$ cat src/rtl/cll_pkg.sv
// shared types and constants for the circular linked list manager
`timescale 1ns / 1ps

package cll_pkg;

   localparam int CAPACITY = 256;
   localparam int SLOT_W   = $clog2(CAPACITY);
   localparam int COUNT_W  = SLOT_W + 1;
   localparam int VALUE_W  = 32;

   localparam logic REQ_INSERT = 1'b0;
   localparam logic REQ_REMOVE = 1'b1;

   localparam logic [1:0] STATUS_DONE  = 2'd0;
   localparam logic [1:0] STATUS_FULL  = 2'd1;
   localparam logic [1:0] STATUS_EMPTY = 2'd2;

   typedef enum logic [1:0] {
      ST_IDLE,
      ST_LINK,
      ST_FIX
   } state_type;

   typedef enum logic [2:0] {
      OP_INSERT,
      OP_INSERT_EMPTY,
      OP_INSERT_FULL,
      OP_REMOVE,
      OP_REMOVE_ONE,
      OP_REMOVE_EMPTY
   } op_type;

   // free stack access: one pop read and one push write
   typedef struct packed {
      logic              rd_en;
      logic [SLOT_W-1:0] rd_idx;
      logic              wr_en;
      logic [SLOT_W-1:0] wr_idx;
      logic [SLOT_W-1:0] wr_data;
   } stk_cmd_type;

   // link and value memory access
   typedef struct packed {
      logic                      rd_en;
      logic [SLOT_W-1:0]         rd_addr;
      logic                      next_we;
      logic [SLOT_W-1:0]         next_waddr;
      logic [SLOT_W-1:0]         next_wdata;
      logic                      prev_we;
      logic [SLOT_W-1:0]         prev_waddr;
      logic [SLOT_W-1:0]         prev_wdata;
      logic                      val_we;
      logic [SLOT_W-1:0]         val_waddr;
      logic signed [VALUE_W-1:0] val_wdata;
   } link_cmd_type;

endpackage

$ cat src/rtl/cll_ram.sv
// generic single write port, single read port ram with registered read
`timescale 1ns / 1ps

module cll_ram #(
   parameter int WIDTH = cll_pkg::SLOT_W,
   parameter int DEPTH = cll_pkg::CAPACITY
) (
   input  logic                     clock,
   input  logic                     wr_en,
   input  logic [$clog2(DEPTH)-1:0] wr_addr,
   input  logic [WIDTH-1:0]         wr_data,
   input  logic                     rd_en,
   input  logic [$clog2(DEPTH)-1:0] rd_addr,
   output logic [WIDTH-1:0]         rd_data
);

   logic [WIDTH-1:0] mem_ff [DEPTH];
   logic [WIDTH-1:0] rd_data_ff;

   always_ff @(posedge clock) begin
      if (wr_en) begin
         mem_ff[wr_addr] <= wr_data;
      end
      if (rd_en) begin
         rd_data_ff <= mem_ff[rd_addr];
      end
   end

   assign rd_data = rd_data_ff;

endmodule

$ cat src/rtl/cll_free_stack.sv
// lifo stack of free slots with a low-water mark standing in for its reset image
`timescale 1ns / 1ps

module cll_free_stack (
   input  logic                        clock,
   input  logic                        reset,
   input  cll_pkg::stk_cmd_type        cmd,
   output logic [cll_pkg::SLOT_W-1:0]  slot
);

   logic [cll_pkg::COUNT_W-1:0] min_top_ff;
   logic [cll_pkg::COUNT_W-1:0] min_top_in;
   logic                        init_hit_ff;
   logic [cll_pkg::SLOT_W-1:0]  init_val_ff;
   logic [cll_pkg::SLOT_W-1:0]  ram_data;
   logic                        below_mark;

   cll_ram #(
      .WIDTH (cll_pkg::SLOT_W),
      .DEPTH (cll_pkg::CAPACITY)
   ) u_stack_ram (
      .clock   (clock),
      .wr_en   (cmd.wr_en),
      .wr_addr (cmd.wr_idx),
      .wr_data (cmd.wr_data),
      .rd_en   (cmd.rd_en),
      .rd_addr (cmd.rd_idx),
      .rd_data (ram_data)
   );

   // an entry below the lowest top ever reached has never been pushed
   assign below_mark = {1'b0, cmd.rd_idx} < min_top_ff;

   always_comb begin
      min_top_in = min_top_ff;
      if (cmd.rd_en && below_mark) begin
         min_top_in = {1'b0, cmd.rd_idx};
      end
   end

   always_ff @(posedge clock) begin
      if (reset) begin
         min_top_ff <= cll_pkg::COUNT_W'(cll_pkg::CAPACITY);
      end else begin
         min_top_ff <= min_top_in;
      end
   end

   always_ff @(posedge clock) begin
      if (cmd.rd_en) begin
         init_hit_ff <= below_mark;
         init_val_ff <= cll_pkg::SLOT_W'(cll_pkg::CAPACITY - 1) - cmd.rd_idx;
      end
   end

   assign slot = init_hit_ff ? init_val_ff : ram_data;

endmodule

$ cat src/rtl/cll_ctrl.sv
// request sequencer: reads links, then writes them back in the ST_LINK and ST_FIX states
`timescale 1ns / 1ps

module cll_ctrl (
   input  logic                               clock,
   input  logic                               reset,
   input  logic                               start,
   output logic                               busy,
   input  logic                               req_type,
   input  logic [cll_pkg::SLOT_W-1:0]         req_node_index,
   input  logic signed [cll_pkg::VALUE_W-1:0] req_item_value,
   output cll_pkg::stk_cmd_type               stk_cmd,
   input  logic [cll_pkg::SLOT_W-1:0]         stk_slot,
   output cll_pkg::link_cmd_type              link_cmd,
   input  logic [cll_pkg::SLOT_W-1:0]         next_rd_data,
   input  logic [cll_pkg::SLOT_W-1:0]         prev_rd_data,
   output logic                               rsp_valid,
   output logic [cll_pkg::SLOT_W-1:0]         rsp_new_slot,
   output logic [1:0]                         rsp_status,
   output logic [cll_pkg::COUNT_W-1:0]        rsp_element_count
);

   cll_pkg::state_type                  state_ff, state_in;
   cll_pkg::op_type                     op_ff, op_in;
   logic [cll_pkg::SLOT_W-1:0]          node_ff, node_in;
   logic signed [cll_pkg::VALUE_W-1:0]  value_ff, value_in;
   logic [cll_pkg::SLOT_W-1:0]          slot_ff, slot_in;
   logic [cll_pkg::SLOT_W-1:0]          after_ff, after_in;
   logic [cll_pkg::COUNT_W-1:0]         count_ff, count_in;
   logic                                rsp_valid_ff, rsp_valid_in;
   logic [cll_pkg::SLOT_W-1:0]          rsp_slot_ff, rsp_slot_in;
   logic [1:0]                          rsp_status_ff, rsp_status_in;
   logic [cll_pkg::COUNT_W-1:0]         rsp_count_ff, rsp_count_in;
   logic [cll_pkg::COUNT_W-1:0]         free_top;

   assign free_top = cll_pkg::COUNT_W'(cll_pkg::CAPACITY) - count_ff;

   always_comb begin
      state_in      = state_ff;
      op_in         = op_ff;
      node_in       = node_ff;
      value_in      = value_ff;
      slot_in       = slot_ff;
      after_in      = after_ff;
      count_in      = count_ff;
      rsp_valid_in  = 1'b0;
      rsp_slot_in   = rsp_slot_ff;
      rsp_status_in = rsp_status_ff;
      rsp_count_in  = rsp_count_ff;
      stk_cmd       = '0;
      link_cmd      = '0;

      unique case (state_ff)
         cll_pkg::ST_IDLE: begin
            if (start) begin
               if (req_type == cll_pkg::REQ_INSERT) begin
                  if (count_ff == cll_pkg::COUNT_W'(cll_pkg::CAPACITY)) begin
                     op_in = cll_pkg::OP_INSERT_FULL;
                  end else if (count_ff == '0) begin
                     op_in = cll_pkg::OP_INSERT_EMPTY;
                  end else begin
                     op_in = cll_pkg::OP_INSERT;
                  end
               end else begin
                  if (count_ff == '0) begin
                     op_in = cll_pkg::OP_REMOVE_EMPTY;
                  end else if (count_ff == cll_pkg::COUNT_W'(1)) begin
                     op_in = cll_pkg::OP_REMOVE_ONE;
                  end else begin
                     op_in = cll_pkg::OP_REMOVE;
                  end
               end
               // pop read at free_top - 1, issued only when a slot is there
               stk_cmd.rd_en = (req_type == cll_pkg::REQ_INSERT) &&
                               (count_ff != cll_pkg::COUNT_W'(cll_pkg::CAPACITY));
               stk_cmd.rd_idx   = cll_pkg::SLOT_W'(free_top - cll_pkg::COUNT_W'(1));
               link_cmd.rd_en   = 1'b1;
               link_cmd.rd_addr = req_node_index;
               node_in  = req_node_index;
               value_in = req_item_value;
               state_in = cll_pkg::ST_LINK;
            end
         end

         cll_pkg::ST_LINK: begin
            slot_in  = stk_slot;
            after_in = next_rd_data;
            unique case (op_ff)
               cll_pkg::OP_INSERT: begin
                  link_cmd.val_we     = 1'b1;
                  link_cmd.val_waddr  = stk_slot;
                  link_cmd.val_wdata  = value_ff;
                  link_cmd.next_we    = 1'b1;
                  link_cmd.next_waddr = node_ff;
                  link_cmd.next_wdata = stk_slot;
                  link_cmd.prev_we    = 1'b1;
                  link_cmd.prev_waddr = stk_slot;
                  link_cmd.prev_wdata = node_ff;
                  count_in = count_ff + cll_pkg::COUNT_W'(1);
               end
               cll_pkg::OP_INSERT_EMPTY: begin
                  link_cmd.val_we     = 1'b1;
                  link_cmd.val_waddr  = stk_slot;
                  link_cmd.val_wdata  = value_ff;
                  link_cmd.next_we    = 1'b1;
                  link_cmd.next_waddr = stk_slot;
                  link_cmd.next_wdata = stk_slot;
                  link_cmd.prev_we    = 1'b1;
                  link_cmd.prev_waddr = stk_slot;
                  link_cmd.prev_wdata = stk_slot;
                  count_in = count_ff + cll_pkg::COUNT_W'(1);
               end
               cll_pkg::OP_REMOVE: begin
                  // bypass the node: next[before] = after, prev[after] = before
                  link_cmd.next_we    = 1'b1;
                  link_cmd.next_waddr = prev_rd_data;
                  link_cmd.next_wdata = next_rd_data;
                  link_cmd.prev_we    = 1'b1;
                  link_cmd.prev_waddr = next_rd_data;
                  link_cmd.prev_wdata = prev_rd_data;
                  stk_cmd.wr_en   = 1'b1;
                  stk_cmd.wr_idx  = cll_pkg::SLOT_W'(free_top);
                  stk_cmd.wr_data = node_ff;
                  count_in = count_ff - cll_pkg::COUNT_W'(1);
               end
               cll_pkg::OP_REMOVE_ONE: begin
                  stk_cmd.wr_en   = 1'b1;
                  stk_cmd.wr_idx  = cll_pkg::SLOT_W'(free_top);
                  stk_cmd.wr_data = node_ff;
                  count_in = count_ff - cll_pkg::COUNT_W'(1);
               end
               default: begin
               end
            endcase
            state_in = cll_pkg::ST_FIX;
         end

         cll_pkg::ST_FIX: begin
            if (op_ff == cll_pkg::OP_INSERT) begin
               link_cmd.next_we    = 1'b1;
               link_cmd.next_waddr = slot_ff;
               link_cmd.next_wdata = after_ff;
               link_cmd.prev_we    = 1'b1;
               link_cmd.prev_waddr = after_ff;
               link_cmd.prev_wdata = slot_ff;
            end
            rsp_valid_in = 1'b1;
            rsp_slot_in  = (op_ff == cll_pkg::OP_INSERT || op_ff == cll_pkg::OP_INSERT_EMPTY)
                           ? slot_ff : '0;
            if (op_ff == cll_pkg::OP_INSERT_FULL) begin
               rsp_status_in = cll_pkg::STATUS_FULL;
            end else if (op_ff == cll_pkg::OP_REMOVE_EMPTY) begin
               rsp_status_in = cll_pkg::STATUS_EMPTY;
            end else begin
               rsp_status_in = cll_pkg::STATUS_DONE;
            end
            rsp_count_in = count_ff;
            state_in     = cll_pkg::ST_IDLE;
         end

         default: begin
            state_in = cll_pkg::ST_IDLE;
         end
      endcase
   end

   always_ff @(posedge clock) begin
      if (reset) begin
         state_ff     <= cll_pkg::ST_IDLE;
         count_ff     <= '0;
         rsp_valid_ff <= 1'b0;
      end else begin
         state_ff     <= state_in;
         count_ff     <= count_in;
         rsp_valid_ff <= rsp_valid_in;
      end
   end

   always_ff @(posedge clock) begin
      op_ff         <= op_in;
      node_ff       <= node_in;
      value_ff      <= value_in;
      slot_ff       <= slot_in;
      after_ff      <= after_in;
      rsp_slot_ff   <= rsp_slot_in;
      rsp_status_ff <= rsp_status_in;
      rsp_count_ff  <= rsp_count_in;
   end

   assign busy              = (state_ff != cll_pkg::ST_IDLE);
   assign rsp_valid         = rsp_valid_ff;
   assign rsp_new_slot      = rsp_slot_ff;
   assign rsp_status        = rsp_status_ff;
   assign rsp_element_count = rsp_count_ff;

endmodule

$ cat src/rtl/circular_linked_list_manager.sv
// top level of the circular doubly linked list manager
//
// Requests enter on start while busy is low: req_type selects insert (0) or
// remove (1), req_node_index names the anchor node or the node to remove,
// req_item_value is stored in the new node on insert.
// Every request gives exactly one response, shown for a single cycle with
// rsp_valid high: rsp_new_slot (slot taken by an insert, else zero),
// rsp_status (done, list full, remove on empty list) and rsp_element_count.
// The receiver has no way to stall; a response is taken in its one cycle.
// The response is registered after the ST_LINK and ST_FIX states; busy is low
// in the same cycle as the response, so a new request is taken only after the
// last one is answered. The three steps are a link read, a first link write-back
// and a second link write-back, each limited to one write per link memory.
// Synchronous reset empties the list and refills the free stack at once,
// with slots 0, 1, 2 and so on handed out first; no clearing pass is needed.
// Link and value entries stay undefined until an insert writes them.
`timescale 1ns / 1ps

module circular_linked_list_manager (
   input  logic                               clock,
   input  logic                               reset,
   input  logic                               start,
   output logic                               busy,
   input  logic                               req_type,
   input  logic [cll_pkg::SLOT_W-1:0]         req_node_index,
   input  logic signed [cll_pkg::VALUE_W-1:0] req_item_value,
   output logic                               rsp_valid,
   output logic [cll_pkg::SLOT_W-1:0]         rsp_new_slot,
   output logic [1:0]                         rsp_status,
   output logic [cll_pkg::COUNT_W-1:0]        rsp_element_count
);

   cll_pkg::stk_cmd_type        stk_cmd;
   cll_pkg::link_cmd_type       link_cmd;
   logic [cll_pkg::SLOT_W-1:0]  stk_slot;
   logic [cll_pkg::SLOT_W-1:0]  next_rd_data;
   logic [cll_pkg::SLOT_W-1:0]  prev_rd_data;

   cll_ctrl u_ctrl (
      .clock             (clock),
      .reset             (reset),
      .start             (start),
      .busy              (busy),
      .req_type          (req_type),
      .req_node_index    (req_node_index),
      .req_item_value    (req_item_value),
      .stk_cmd           (stk_cmd),
      .stk_slot          (stk_slot),
      .link_cmd          (link_cmd),
      .next_rd_data      (next_rd_data),
      .prev_rd_data      (prev_rd_data),
      .rsp_valid         (rsp_valid),
      .rsp_new_slot      (rsp_new_slot),
      .rsp_status        (rsp_status),
      .rsp_element_count (rsp_element_count)
   );

   cll_free_stack u_free_stack (
      .clock (clock),
      .reset (reset),
      .cmd   (stk_cmd),
      .slot  (stk_slot)
   );

   cll_ram #(
      .WIDTH (cll_pkg::SLOT_W),
      .DEPTH (cll_pkg::CAPACITY)
   ) u_next_ram (
      .clock   (clock),
      .wr_en   (link_cmd.next_we),
      .wr_addr (link_cmd.next_waddr),
      .wr_data (link_cmd.next_wdata),
      .rd_en   (link_cmd.rd_en),
      .rd_addr (link_cmd.rd_addr),
      .rd_data (next_rd_data)
   );

   cll_ram #(
      .WIDTH (cll_pkg::SLOT_W),
      .DEPTH (cll_pkg::CAPACITY)
   ) u_prev_ram (
      .clock   (clock),
      .wr_en   (link_cmd.prev_we),
      .wr_addr (link_cmd.prev_waddr),
      .wr_data (link_cmd.prev_wdata),
      .rd_en   (link_cmd.rd_en),
      .rd_addr (link_cmd.rd_addr),
      .rd_data (prev_rd_data)
   );

   // node payload store, kept for the list contents
   cll_ram #(
      .WIDTH (cll_pkg::VALUE_W),
      .DEPTH (cll_pkg::CAPACITY)
   ) u_value_ram (
      .clock   (clock),
      .wr_en   (link_cmd.val_we),
      .wr_addr (link_cmd.val_waddr),
      .wr_data (link_cmd.val_wdata),
      .rd_en   (1'b0),
      .rd_addr ('0),
      .rd_data ()
   );

endmodule

$ cat config.mk
export PLATFORM = sky130hd
export DESIGN_NAME = circular_linked_list_manager
export DESIGN_NICKNAME = d
export VERILOG_FILES = /design/src/rtl/cll_pkg.sv /design/src/rtl/cll_ram.sv /design/src/rtl/cll_free_stack.sv /design/src/rtl/cll_ctrl.sv /design/src/rtl/circular_linked_list_manager.sv
export SDC_FILE = /design/constraint.sdc
export NUM_CORES = 2
export LEC_CHECK = 0
export BUFFER_PORTS_ARGS = -buffer_cell sky130_fd_sc_hd__buf_2
export CAP_MARGIN = 20
export CORE_MARGIN = 8
export CORE_UTILIZATION = 30
export DETAILED_ROUTE_END_ITERATION = 16
export SYNTH_ARGS = -nofsm -noshare
export SYNTH_HDL_FRONTEND = slang
export SYNTH_SLANG_ARGS = --single-unit
$ cat constraint.sdc
create_clock -name clock -period 5.6 [get_ports clock]
set_input_delay 1.12 -clock clock [delete_from_list [all_inputs] [get_ports clock]]
set_output_delay 1.12 -clock clock [all_outputs]
set_load 0.05 [all_outputs]
### Word level (Yosys, flattened, before mapping)

Memory sizes are Yosys's and may differ from the RTL's. A register that Yosys moved wholly into a read port is not among the register bits.
Cells that the tools add are included.

* register bits after elaboration: 68
* memory bits (writable): 2048
* input bits: 44
* output and inout bits: 21
* word-level logic and storage cells: 60
* memories: 1

Memory list
* u_free_stack.u_stack_ram.mem_ff: depth 256, bits a word 8, rd ports 1, clocked after memory_dff 1, write ports 1, line cll_ram.sv:17 `logic [WIDTH-1:0] mem_ff [DEPTH];`

* add/sub/neg operators: 5
* magnitude comparators: 1
* equality and inequality tests: 11
* mux-type cells: 17
* bitwise gates (word level): 1
* reductions and logical operators: 12

Operator list (number)
* 2-to-1 mux 17 bit: 2
* 2-to-1 mux 9 bit: 2
* one-hot mux 9 bit (2 select lines): 1
* 2-to-1 mux 3 bit: 4
* adder 9 x 1 -> 9 bit (second input constant): 1
* == test 9 x 1 -> 1 bit (second input constant): 1
* == test 9 bit (second input constant): 1
* zero test 9 bit: 1
* < comparator 8 x 9 -> 1 bit: 1
* != test 9 bit (second input constant): 1
* subtractor 9 x 1 -> 9 bit (second input constant): 1
* 2-to-1 mux 8 bit: 1
* subtractor 1 x 8 -> 8 bit (first input constant): 1
* subtractor 8 x 1 -> 8 bit (second input constant): 1
* subtractor 8 bit (first input constant): 1
* == test 3 x 2 -> 1 bit (second input constant): 2
* == test 3 bit (second input constant): 2
* 2-to-1 mux 1 bit: 4
* 2-to-1 mux 2 bit: 2
* one-hot mux 2 bit (2 select lines): 1
* AND reduction 2 bit: 2
* nonzero test 2 bit: 2
* OR reduction 2 bit: 2
* == test 3 x 1 -> 1 bit (second input constant): 1
* 8 further kinds: 9

### Depth between registers and ports, before layout

* word-level depth: 6
* mapped depth: 26
* depth with buffers taken out: 14

### Modules after synthesis

Synthesis repeated with hierarchy kept, for this count alone.

* cells, all modules: 11751
* area total of the unflattened synthesis: 244654.6 µm²

By module, submodules not included
* cll_ram: times used 3, cells each 3733, area an instance 79636.4 µm², sequential area each 61739.2 µm²
* cll_ctrl: times used 1, cells each 463, area an instance 4754.6 µm², sequential area each 2582.5 µm²
* cll_free_stack: times used 1, cells each 89, area an instance 991.0 µm², sequential area each 450.4 µm²

### Worst setup path before layout

OpenSTA, ideal clock, no wires.

* path kind: register -> register
* start: register u_ctrl.op_ff[2]
* end: memory u_free_stack.u_stack_ram.mem_ff[0][0] (netlist name), data pin
* library setup time: 0.872 ns
* data arrival time: 4.398 ns
* required time: 4.728 ns
* path slack: 0.329 ns
* stages on the path, launching flop included: 4
* buffers on the path: 1
* period minus slack after synthesis: 5.271 ns
* cell sequence: edfxtp_1 o21ai_0 clkbuf_1 and3_1

RTL lines
* start, declared: line cll_ctrl.sv:24 `cll_pkg::op_type op_ff, op_in;`
* start signal, assigned: line cll_ctrl.sv:180 `op_ff <= op_in;`
* end, declared: line cll_ram.sv:17

### Worst setup path in the final report

* start: register u_ctrl.count_ff[1] (netlist name)
* end: register u_free_stack.u_stack_ram.rd_data_ff[6], in the netlist u_free_stack.u_stack_ram.rd_data[6], read port of u_free_stack.u_stack_ram.mem_ff, data pin

* longest elaborated chain between the ends: 4
* elaborated cells between the ends (all ways): 6
* classes of those cells: add/sub: 2; eq/ne: 1; mux: 2; reduce/logical: 1

Ends and longest elaborated chain
* start, declared: line cll_ctrl.sv:29 `logic [cll_pkg::COUNT_W-1:0] count_ff, count_in;`
* start signal, assigned: line cll_ctrl.sv:174 `count_ff <= count_in;`
* subtractor 1 x 8 -> 8 bit / != test 9 bit (equally long branches): line cll_ctrl.sv:36, cll_ctrl.sv:75
* subtractor 8 x 1 -> 8 bit / logical AND 1 bit (equally long branches): line cll_ctrl.sv:76, cll_ctrl.sv:74
* 2-to-1 mux 9 bit *: line cll_ctrl.sv:55 `if (start) begin`
* 2-to-1 mux 9 bit *: line cll_ctrl.sv:53 `unique case (state_ff)`
* end, declared: line cll_ram.sv:18 `logic [WIDTH-1:0] rd_data_ff;`

Every way passes the cells marked *; elsewhere a longest branch is shown, timed or not.
A chain may end at the register's enable or synchronous reset.

==> metrics.yaml <==
setup_path:
  worstPathMaxFanout: 28
  critPathSlowestCell: "o31ai_1"
  cp.arrival_ps: 5830
  setup.worst_path.end_class: "flop"
  critical_path_required_ps: 6220
  critical_path.max_stage_delay_ps: 800
  buffers_and_inverters_on_the_worst_path: 4
  crit_path_frequent_cell: "buf_4"
  critical_path_start_type: "flop"
  path_cells: "inv_1 > ha_4 > or3b_2 > a21o_1 > o211ai_1 > buf_4 > buf_12 > nor3_1 > a221oi_1 > a21oi_1 > o31ai_1 > a31oi_1 > buf_4 > o311a_1"
  timing.critical_path.max_delay_family: "compound AO/OA/AOI/OAI gates"
  timing.setup.critical_path_class: "flop to flop"
route:
  postRouteAntennaNets: 0
  dr_total_vias: 56031
  drc_errors: 0
  wl_per_cell_um: 27.6
  first_iter_violations: 7542
  routed_wirelength_mm: 277
  dr.pass1.iters: 9
  dr_vias_cell: 5.59
yosys:
  synth_flop_cell: "edfxtp_1"
  synth_seq_cells: 2124
  post_synthesis_mux_area_share: 0.0371
  synth_edf_count: 2103
  synth_fa_ha_area_frac: 0.00160
  post_synth_xor_area_fraction: 0.00138
  ys.warnings.count: 0
  mappedNetlistNets: 6120
  syn_inst: 6065
  post_synth_and_or_nand_nor_area_fraction: 0.103
  synth.yosys.seq_area_share: 0.741
  compound_gate_fraction_of_synth_area: 0.0910
  combinational_family_with_the_most_area_after_synthesis: "simple AND/OR/NAND/NOR gates"
  netlist-cell-type-count: 90
  netlist_area_um2: 85800
  avgSynthCellArea_um2: 14.2
  postSynth.asyncResetShare: 0
power_and_ir_drop:
  p_int_mw: 26.3
  sequential_group_share_of_total_power: 0.483
  clockPowerShare: 0.378
  switching_power_mw: 9.76
  swShare: 0.270
  cellLeakagePower_nw: 33.1
  power-per-cell-area_nw_per_um2: 369
  total_power_mw: 36.1
  power.ir.vdd_worst_uv: 329
  comb_power_share: 0.140
timing:
  grt_setup_unrepaired: "no"
  worst_pin_slew_ps: 1380
  timing.setup.tns_ps: 0
  timing.max_slew.rel_slack: 0.0824
  min_period_over_period: 0.929
  finalCriticalPeriod_ps: 5200
  timing.fmax_ghz: 0.192
  hold_slack_ps: 434
  final-hold-violation-count: 0
  setup_violations: 0
  final_max_slew_viol_count: 0
  finClkSkew_ps: 43.9
global_route:
  grt_usage: 0.175
  grt_first_pass_wirelength_mm: 392
  grt-ovfl-total: 0
  antenna_found_initial: 8
  grt_max_degree: 189
  grt_pass1_vias: 53294
floorplan:
  design.portCount: 65
  die_height_um: 551
  floorplan.core_area_um2: 285000
  initial_core_util: 0.301
  floorplan.rows: 196
  die_area_um2: 303000
  chip_width_um: 551
clock_network:
  clockRootBuffer: "clkbuf_16"
  cts_inserted_buffers: 208
  clockBufferDepth: 3
  cts_hold_buf: 0
  cts_post_setup_buffers_inserted: 0
  cts-htree-levels: 4
  clock_tree_sinks: 2124
  post_cts_resize_count: 0
  clock_latency_ps: 880
  tritoncts_clock_tree: "done"
  clk_transition_reported_paths_ps: 70
layout:
  final_cell_count_no_fill: 10021
  design.final.nets: 6133
  final_core_util: 0.343
  area_grow_syn2layout_pct: 14.0
  proportion_of_layout_cells_with_a_drive_suffix_above_1: 0.116
  n_fill_cell: 27337
place:
  globalplace.congestion: 0.868
  placedCellCount: 9628
  place.port_buffers: 32
  post_detailed_placement_half_perimeter_wirelength_mm: 160
outcome:
  outcome: "completed"
run:
  max-cap-violations: 0
hold_path:
  hold_path.class: "input port to flop"
## worst register-to-register path: stages, from the launching register on
cell,delay (ps)
dfxtp_1,330
inv_1,90
ha_4,560
or3b_2,550
a21o_1,240
o211ai_1,260
buf_4,280
buf_12,210
nor3_1,120
a221oi_1,460
a21oi_1,230
o31ai_1,800
a31oi_1,210
buf_4,260
o311a_1,370
## registers in the layout (all words and copies together) (netlist names), 2 cells and up
signal	flops
u_ctrl.rsp_status	2
u_ctrl.rsp_element_count	9
u_ctrl.slot_ff	8
u_free_stack.u_stack_ram.rd_data	8
u_ctrl.state_ff	2
u_free_stack.u_stack_ram.mem_ff	2048
u_free_stack.min_top_ff	9
u_ctrl.op_ff	3
u_ctrl.count_ff	9
u_ctrl.node_ff	8
u_free_stack.init_val_ff	8
u_ctrl.rsp_new_slot	8
## metal layers
metal,GRT usage,vias up,part of all wire
met4,0.0823,6,0.049
met1,0.236,28488,0.39
met5,0,-,0.00012
li1,-,23460,-
met3,0.0380,678,0.11
met2,0.269,3399,0.45
## placed cells by master (no fill, tap or decap), types with 9 or more instances in the layout
cell and n:
a2111oi_0 14, a211oi_1 91, a21oi_1 128, a221oi_1 11, a311o_1 10, a311oi_1 116, a31oi_1 49, and2_1 13
and3_1 75, buf_12 50, buf_2 32, buf_4 177, bufinv_16 15, clkbuf_1 49, clkbuf_16 209, clkinv_1 55
clkinv_2 34, dfxtp_1 20, edfxtp_1 2103, ha_1 10, inv_1 16, mux2_2 101, mux2i_1 156, mux4_2 21
nand2_1 925, nand2b_1 35, nand3_1 332, nor2_1 454, nor2b_1 9, nor3_1 106, nor4_1 34, o211ai_1 76
o21a_1 10, o21ai_0 133, o221ai_1 96, o22ai_1 241, o311ai_0 25, o31ai_1 18
## Yosys cell counts, drive strengths merged (37+ instances only)
library cell  instances  area (um^2)
nand2b               37          231
a31oi                49          307
buf                 262         1330
and3                 83          519
a211oi               93          708
nand3               335         1680
edfxtp             2103        63200
nand2               932         3510
mux2i               157         1580
mux2                101         1140
a21oi               129          649
nor2                457         1720
o22ai               241         1510
a311oi              117         1030
clkbuf              198          743
nor3                106          531
o21ai               136          681
o211ai               77          583
o221ai               96          841
## cells by family (layout without fill, tap and decap cells)
group | after synthesis | count (layout)
AO/OA/AOI/OAI | 1109 | 1109
XOR/XNOR | 11 | 11
adder cells (fa/ha/maj) | 11 | 11
buffers and inverters | 486 | 672
flip-flops | 2124 | 2124
multiplexers | 279 | 279
other | 0 | 8
AND/OR/NAND/NOR | 2045 | 2045
## power groups by stage
stage / logic, mW / clock network [mW] / registers (mW)
3_3_place_gp: 4.85 / 0 / 17.8
4_1_cts: 4.90 / 13.8 / 17.4
6_report: 5.04 / 13.6 / 17.4
5_1_grt: 5.16 / 14.3 / 17.4
2_1_floorplan: 2.59 / 0 / 17.8
3_5_place_dp: 4.87 / 0 / 17.8
## cell type report
| cell class | instances | area (um^2) | share of cell area |
|---|---|---|---|
| Sequential cell | 2124 | 63600 | 0.650 |
| Multi-Input combinational cell | 3455 | 20200 | 0.207 |
| Clock buffer | 258 | 5410 | 0.0553 |
| Tap cell | 3762 | 4710 | 0.0481 |
| Timing Repair Buffer | 263 | 2590 | 0.0264 |
| Clock inverter | 125 | 1130 | 0.0116 |
| Inverter | 26 | 134 | 0.00137 |
| Antenna cell | 8 | 20.0 | 0.000205 |
## path summary, 6_finish.rpt
check / startpoint / cells past startpoint / slack (ps) / endpoint
worst max-delay path: u_ctrl.count_ff[1]$_SDFFE_PP0P_ / 14 / 400 / u_free_stack.u_stack_ram.rd_data[6]$_DFFE_PP_
worst min-delay path: req_node_index[4] / 1 / 430 / u_ctrl.node_ff[4]$_DFFE_PP_
worst max register to register: u_ctrl.count_ff[1]$_SDFFE_PP0P_ / 14 / 400 / u_free_stack.u_stack_ram.rd_data[6]$_DFFE_PP_
worst min register to register: u_free_stack.min_top_ff[4]$_SDFFE_PP0P_ / 2 / 460 / u_free_stack.min_top_ff[4]$_SDFFE_PP0P_
## through the flow
step	setup WS (ps)	cell area, um^2
2_1_floorplan	329	85800
3_3_place_gp	430	91100
3_5_place_dp	349	91200
4_1_cts	401	97800
5_1_grt	472	97800
6_report	397	97800
Power figures use the tool's default switching activity.
